==> config.mk <==
export PLATFORM = sky130hd
export DESIGN_NAME = utf16le_to_utf8_transcoder_core
export DESIGN_NICKNAME = d
export VERILOG_FILES = /design/src/rtl/u16u8_pkg.sv /design/src/rtl/u16u8_front.sv /design/src/rtl/u16u8_queue.sv /design/src/rtl/u16u8_back.sv /design/src/rtl/utf16le_to_utf8_transcoder_core.sv
export SDC_FILE = /design/constraint.sdc
export NUM_CORES = 1
export LEC_CHECK = 0
export CAP_MARGIN = 20
export CORE_MARGIN = 1
export CORE_UTILIZATION = 29
export DETAILED_ROUTE_END_ITERATION = 12
export DONT_BUFFER_PORTS = 1
export SYNTH_ARGS = -nofsm -noshare
export SYNTH_HDL_FRONTEND = slang
export SYNTH_SLANG_ARGS = --single-unit
==> constraint.sdc <==
create_clock -name clk -period 10.95 [get_ports clk]
set_input_delay 1.095 -clock clk [delete_from_list [all_inputs] [get_ports clk]]
set_output_delay 1.095 -clock clk [all_outputs]
set_load 0.005 [all_outputs]
==> src/rtl/u16u8_pkg.sv <==
package u16u8_pkg;

  localparam int unsigned QUEUE_DEPTH_DEFAULT = 2;

  localparam logic [15:0] HIGH_FIRST = 16'hD800;
  localparam logic [15:0] HIGH_LAST  = 16'hDBFF;
  localparam logic [15:0] LOW_FIRST  = 16'hDC00;
  localparam logic [15:0] LOW_LAST   = 16'hDFFF;
  localparam logic [20:0] REPL_CP    = 21'h00FFFD;
  localparam logic [20:0] SUPP_BASE  = 21'h010000;
  localparam logic [20:0] ONE_MAX    = 21'h00007F;
  localparam logic [20:0] TWO_MAX    = 21'h0007FF;
  localparam logic [20:0] THREE_MAX  = 21'h00FFFF;
  localparam logic [7:0]  LEAD4      = 8'hF0;
  localparam logic [7:0]  LEAD3      = 8'hE0;
  localparam logic [7:0]  LEAD2      = 8'hC0;
  localparam logic [7:0]  CONT       = 8'h80;
  localparam logic [2:0]  REPL_LEN   = 3'd3;

  typedef struct packed {
    logic [15:0] code_unit;
    logic        last_unit;
  } in_item_t;

  typedef struct packed {
    logic [7:0] out_byte;
    logic       run_last;
    logic       string_last;
  } out_item_t;

  // One unit of work for the back end: optional U+FFFD, then optional code point.
  typedef struct packed {
    logic        prefix;
    logic        has_main;
    logic [20:0] cp;
    logic        last;
  } job_t;

  function automatic logic [2:0] enc_len(input logic [20:0] cp);
    logic [2:0] len;
    if (cp <= ONE_MAX) begin
      len = 3'd1;
    end else if (cp <= TWO_MAX) begin
      len = 3'd2;
    end else if (cp <= THREE_MAX) begin
      len = 3'd3;
    end else begin
      len = 3'd4;
    end
    return len;
  endfunction

  function automatic logic [7:0] enc_byte(input logic [20:0] cp, input logic [1:0] k);
    logic [2:0] len;
    logic [7:0] b;
    len = enc_len(cp);
    b = cp[7:0];
    unique case (len)
      3'd1: b = cp[7:0];
      3'd2: begin
        if (k == 2'd0) b = LEAD2 | {3'b000, cp[10:6]};
        else           b = CONT  | {2'b00, cp[5:0]};
      end
      3'd3: begin
        if (k == 2'd0)      b = LEAD3 | {4'b0000, cp[15:12]};
        else if (k == 2'd1) b = CONT  | {2'b00, cp[11:6]};
        else                b = CONT  | {2'b00, cp[5:0]};
      end
      default: begin
        unique case (k)
          2'd0:    b = LEAD4 | {5'b00000, cp[20:18]};
          2'd1:    b = CONT  | {2'b00, cp[17:12]};
          2'd2:    b = CONT  | {2'b00, cp[11:6]};
          default: b = CONT  | {2'b00, cp[5:0]};
        endcase
      end
    endcase
    return b;
  endfunction

endpackage

==> src/rtl/u16u8_front.sv <==
module u16u8_front (
  input  logic                clk,
  input  logic                rst,
  input  logic                accept,
  input  u16u8_pkg::in_item_t item,
  output logic                push,
  output u16u8_pkg::job_t     job
);

  logic       high_pending;
  logic [9:0] held_high_bits;
  logic       high_pending_next;
  logic       is_high;
  logic       is_low;

  assign is_high = (item.code_unit >= u16u8_pkg::HIGH_FIRST) &&
                   (item.code_unit <= u16u8_pkg::HIGH_LAST);
  assign is_low  = (item.code_unit >= u16u8_pkg::LOW_FIRST) &&
                   (item.code_unit <= u16u8_pkg::LOW_LAST);

  always_comb begin
    job.prefix        = 1'b0;
    job.has_main      = 1'b1;
    job.cp            = {5'b00000, item.code_unit};
    job.last          = item.last_unit;
    high_pending_next = 1'b0;
    if (high_pending && is_low) begin
      job.cp = u16u8_pkg::SUPP_BASE + 21'({held_high_bits, item.code_unit[9:0]});
    end else begin
      job.prefix = high_pending;
      if (is_high) begin
        if (item.last_unit) begin
          job.cp = u16u8_pkg::REPL_CP;
        end else begin
          job.has_main      = 1'b0;
          high_pending_next = 1'b1;
        end
      end else if (is_low) begin
        job.cp = u16u8_pkg::REPL_CP;
      end
    end
  end

  // Drop the job when a high surrogate is only being held.
  assign push = accept && (job.prefix || job.has_main);

  always_ff @(posedge clk) begin
    if (rst) begin
      high_pending <= 1'b0;
    end else if (accept) begin
      high_pending <= high_pending_next;
    end
  end

  always_ff @(posedge clk) begin
    if (rst) begin
      held_high_bits <= '0;
    end else if (accept && high_pending_next) begin
      held_high_bits <= item.code_unit[9:0];
    end
  end

endmodule

==> src/rtl/u16u8_queue.sv <==
module u16u8_queue #(
  parameter int unsigned DEPTH = u16u8_pkg::QUEUE_DEPTH_DEFAULT
) (
  input  logic            clk,
  input  logic            rst,
  input  logic            push,
  input  u16u8_pkg::job_t push_job,
  output logic            full,
  input  logic            pop,
  output logic            head_valid,
  output u16u8_pkg::job_t head_job
);

  localparam int unsigned AW = (DEPTH > 1) ? $clog2(DEPTH) : 1;
  localparam int unsigned CW = $clog2(DEPTH + 1);

  u16u8_pkg::job_t entries [DEPTH];
  logic [AW-1:0] wr_ptr;
  logic [AW-1:0] rd_ptr;
  logic [CW-1:0] count;
  logic          do_push;
  logic          do_pop;

  assign full       = (count == CW'(DEPTH));
  assign head_valid = (count != '0);
  assign head_job   = entries[rd_ptr];
  assign do_push    = push && !full;
  assign do_pop     = pop && head_valid;

  function automatic logic [AW-1:0] wrap_inc(input logic [AW-1:0] p);
    return (p == AW'(DEPTH - 1)) ? '0 : p + 1'b1;
  endfunction

  always_ff @(posedge clk) begin
    if (do_push) begin
      entries[wr_ptr] <= push_job;
    end
  end

  always_ff @(posedge clk) begin
    if (rst) begin
      wr_ptr <= '0;
      rd_ptr <= '0;
      count  <= '0;
    end else begin
      if (do_push) wr_ptr <= wrap_inc(wr_ptr);
      if (do_pop)  rd_ptr <= wrap_inc(rd_ptr);
      if (do_push && !do_pop)      count <= count + 1'b1;
      else if (do_pop && !do_push) count <= count - 1'b1;
    end
  end

endmodule

==> src/rtl/u16u8_back.sv <==
module u16u8_back (
  input  logic                 clk,
  input  logic                 rst,
  input  logic                 head_valid,
  input  u16u8_pkg::job_t      head_job,
  output logic                 pop,
  output logic                 out_valid,
  input  logic                 out_stall,
  output u16u8_pkg::out_item_t out_data
);

  u16u8_pkg::job_t cur;
  logic            cur_valid;
  logic [2:0]      idx;
  logic [2:0]      main_len;
  logic [2:0]      total;
  logic [2:0]      main_idx;
  logic            in_prefix;
  logic            at_end;
  logic            emit;
  logic            load;
  logic [7:0]      byte_sel;

  assign main_len  = cur.has_main ? u16u8_pkg::enc_len(cur.cp) : 3'd0;
  assign total     = (cur.prefix ? u16u8_pkg::REPL_LEN : 3'd0) + main_len;
  assign in_prefix = cur.prefix && (idx < u16u8_pkg::REPL_LEN);
  assign main_idx  = idx - (cur.prefix ? u16u8_pkg::REPL_LEN : 3'd0);
  assign at_end    = (idx == total - 3'd1);
  assign byte_sel  = in_prefix ? u16u8_pkg::enc_byte(u16u8_pkg::REPL_CP, idx[1:0])
                               : u16u8_pkg::enc_byte(cur.cp, main_idx[1:0]);

  assign emit = cur_valid && (!out_valid || !out_stall);
  assign load = !cur_valid || (emit && at_end);
  assign pop  = load && head_valid;

  always_ff @(posedge clk) begin
    if (rst) begin
      cur_valid <= 1'b0;
      idx       <= '0;
    end else if (load) begin
      cur_valid <= head_valid;
      idx       <= '0;
    end else if (emit) begin
      idx <= idx + 3'd1;
    end
  end

  always_ff @(posedge clk) begin
    if (load) begin
      cur <= head_job;
    end
  end

  always_ff @(posedge clk) begin
    if (rst) begin
      out_valid <= 1'b0;
    end else if (!out_valid || !out_stall) begin
      out_valid <= emit;
    end
  end

  always_ff @(posedge clk) begin
    if (emit) begin
      out_data.out_byte    <= byte_sel;
      out_data.run_last    <= at_end;
      out_data.string_last <= at_end && cur.last;
    end
  end

endmodule

==> src/rtl/utf16le_to_utf8_transcoder_core.sv <==
// UTF-16 to UTF-8 transcoder.
// Input channel (in_valid/in_stall/in_data): one UTF-16 code unit per transfer,
// with last_unit marking the final unit of a string. Output channel
// (out_valid/out_stall/out_data): one UTF-8 byte per transfer; run_last flags the
// final byte caused by an input unit, string_last the final byte of the string.
// A high surrogate that is not last produces no bytes until the next unit.
// Path: with the back end idle, the first byte of a unit reaches out_data through
// the back-end job register and then the output register; the queue entry itself
// is written at the transfer edge.
// Throughput: the output side moves one byte per cycle while out_stall is low, and
// a unit yields 1 to 4 bytes in normal text and up to 6 after a broken pair;
// the input side takes a unit per cycle while the job queue has room.
// Reset (rst, synchronous) empties the queue, drops any held high surrogate and
// clears out_valid. A stalled output holds its byte; the back end then stops,
// the queue fills, and in_stall rises once it is full.
module utf16le_to_utf8_transcoder_core #(
  parameter int unsigned QUEUE_DEPTH = u16u8_pkg::QUEUE_DEPTH_DEFAULT
) (
  input  logic                 clk,
  input  logic                 rst,
  input  logic                 in_valid,
  output logic                 in_stall,
  input  u16u8_pkg::in_item_t  in_data,
  output logic                 out_valid,
  input  logic                 out_stall,
  output u16u8_pkg::out_item_t out_data
);

  logic            accept;
  logic            push;
  u16u8_pkg::job_t push_job;
  logic            full;
  logic            pop;
  logic            head_valid;
  u16u8_pkg::job_t head_job;

  // Hold the input whenever the job queue cannot take another entry.
  assign in_stall = full;
  assign accept   = in_valid && !full;

  // Front: classify the unit and track the held high surrogate.
  u16u8_front front (
    .clk    (clk),
    .rst    (rst),
    .accept (accept),
    .item   (in_data),
    .push   (push),
    .job    (push_job)
  );

  // Short queue decoupling classification from byte serialization.
  u16u8_queue #(
    .DEPTH (QUEUE_DEPTH)
  ) queue (
    .clk        (clk),
    .rst        (rst),
    .push       (push),
    .push_job   (push_job),
    .full       (full),
    .pop        (pop),
    .head_valid (head_valid),
    .head_job   (head_job)
  );

  // Back: advance through the bytes of each job, one per transfer.
  u16u8_back back (
    .clk        (clk),
    .rst        (rst),
    .head_valid (head_valid),
    .head_job   (head_job),
    .pop        (pop),
    .out_valid  (out_valid),
    .out_stall  (out_stall),
    .out_data   (out_data)
  );

endmodule

==> metrics.yaml <==
status: "finished, final reports clean"
die_w_um: 128
wl_per_cell_um: 15.3
ioPinCount: 33
viasPerCell: 4.74
synth_cell_type_count: 52
finalHoldViolCount: 0
globalRouteTotalUtil_pct: 11.2
grt_max_degree: 26
yosysWarnings: 0
clock_skew_ps: 13.1
postSynth.asyncResetShare_pct: 0
syn_to_final_growth_pct: 12.9
portBuffers: 0
clk_pin_slew_worst_paths_ps: 70
clock_latency_ps: 340
grt.overflow.total: 0
cts_buffers: 9
drc: 0
totalWireLength_um: 8600
fmax_ghz: 0.234
rsz0062_at_grt: "false"
crit_path_max_incr_delay_ps: 550
crit_fanout: 12
cap_violations: 0
ys.flop_type: "edfxtp_1"
cts_num_sinks: 102
cpLargestDelayFamily: "simple AND/OR/NAND/NOR gates"
path_buf_inv: 2
drive_gt1_share_pct: 14.5
dpl.hpwl_um: 6280
postSynthAreaPerCell_sq_um: 13.3
grt_pass1_vias: 2627
setup_ws_ps: 6670
first_pass_iters: 5
fp.dieH_um: 128
relSlewSlack_pct: 31.8
worst_path_max_delay_cell: "or4_4"
core_sq_um: 15400
postCtsHoldBufs: 0
crit_chain: "or4_4 -> nor2_1 -> nand3_1 -> nand3_1 -> ha_1 -> inv_1 -> ha_1 -> xnor2_1 -> nand2_1 -> or3_1 -> o22ai_1 -> inv_1 -> ha_1 -> or3_1 -> a21oi_1"
worstPathArrival_ps: 4550
drt_iter0_drc: 152
netlist_area_sq_um: 4600
antenna_left: 0
drv_slew: 0
synth_edf_count: 82
cts_tree: "built"
post_cts_buffers: 0
setup_viol: 0
pwr_density_cell_nw_per_um2: 283
nets: 376
finalCritPeriodShare_pct: 39.1
synth_cells: 345
antenna_cells: 0
startpoint_type: "flip-flop"
synthesis.nets: 375
fin_util_pct: 33.8
synth.yosys.seq_area_share_pct: 62.2
cp_common_cell: "ha_1"
cts_buffer_depth: 2
critPathCaptureType: "flip-flop"
dieArea_sq_um: 16400
initial_core_util_pct: 29.9
tns_ps: 0
grt_pass1_wl_um: 13900
criticalPathCategory: "reg2reg"
hp-class: "reg2reg"
num_rows: 45
layout_min_cycle_time_ps: 4280
place.gp.congestion: 0.841
vdd_drop_max_mv: 0.116
antenna_found_initial: 0
power.leakage_nw: 1.76
cts_resized: 0
tightestPinTransition_ps: 1020
cts_htree_levels: 3
vias: 2666
place_ws_ps: 6710
cts_root_buf: "clkbuf_16"
worst_ep_required_time_ps: 11220
ys_seq_elements: 102
[worst min-delay path, cell delays in order (launching register included)]
cell,delay (ps)
dfxtp_1,330
mux2i_1,70
nor2_1,70
[kinds of logic (layout without fill, tap and decap cells)]
group	Yosys count	after routing	share of synthesized area (%)
AOI/OAI and AO/OA	50	50	7.37
xor gates and xnor gates	12	12	2.58
adders and majority gates	9	9	2.45
buffers and inverters	22	28	2.23
DFF	102	102	62.2
muxes	50	50	12.4
and+or+nand+nor	100	100	10.8
[final cells by class]
cell class / instances / area (sq um)
fillers: 1498 / 10200
flip-flops and latches: 102 / 2860
multi-input cells: 221 / 1650
well taps: 211 / 264
clock buffers: 10 / 229
clock inverters: 6 / 93.8
repair buffers: 4 / 65.1
inverters: 8 / 30.0
[metal layers]
metal	track usage, %	vias up	part of all wire, %
li1	-	1288	-
met1	14.4	1303	47
met2	17.9	69	47
met3	3.38	6	5.0
met4	3.67	0	0.93
met5	0	-	0
[path summary, 6_finish.rpt]
path	slack, ps	end	cells after the start	from
worst min register to register	500	front.held_high_bits[3]	2	front.held_high_bits[3]
worst max-delay path	6670	queue.count[1]	15	back.cur[19]
worst min-delay path	500	front.held_high_bits[3]	2	front.held_high_bits[3]
worst max register to register	6670	queue.count[1]	15	back.cur[19]
[state kept, by name (all words and copies together), names as in the netlist]
name                  flops
queue.count               2
back.idx                  3
queue.wr_ptr              1
back.out_valid            1
back.cur_valid            1
back.out_data            10
back.cur                 24
front.high_pending        1
queue.rd_ptr              1
front.held_high_bits     10
queue.entries            48
[power breakdown]
| part | internal (mW) | switching, mW | leakage, nW | total [mW] |
|---|---|---|---|---|
| Sequential | 0.556 | 0.0736 | 0.938 | 0.630 |
| Clock | 0.203 | 0.137 | 0.154 | 0.339 |
| Combinational | 0.228 | 0.275 | 0.665 | 0.503 |
[layout by cell type, fill, tap and decap left out, drive strengths merged, types with 4 or more instances in the layout]
cell type  instances
xnor2              7
o21a               4
edfxtp            82
inv               10
o211ai             6
clkbuf            10
a21oi             12
xor2               4
nand2             20
nor2b              5
dfxtp             20
nor3               6
nor2              32
buf                4
o21ai              8
mux2i             22
mux2              25
ha                 9
nand2b            12
nand3              5
or3                4
and2               7
[cell usage after synthesis, types with 5 or more instances]
cell	instances	area, sq um
o21ai_0	7	35.0
ha_1	9	113
dfxtp_1	20	400
nand2_1	20	75.1
clkbuf_1	5	18.8
xnor2_1	7	61.3
mux2i_1	22	220
edfxtp_1	82	2460
nor2_1	32	120
mux2_2	25	282
nor2b_1	5	31.3
nand2b_1	12	75.1
nor3_1	6	30.0
a21oi_1	12	60.1
o211ai_1	6	45.0
inv_1	8	30.0
and2_1	6	37.5
nand3_1	5	25.0
[through the flow]
step                area, sq um  cells  hold WS, ps  total power, mW
floorplan                  4600    345          461             1.02
global placement           4820    543          476             1.12
detailed placement         4860    545          486             1.13
CTS                        5180    561          505             1.48
global route               5200    562          552             1.57
finish                     5200    562          504             1.47
Power figures use the tool's default switching activity.
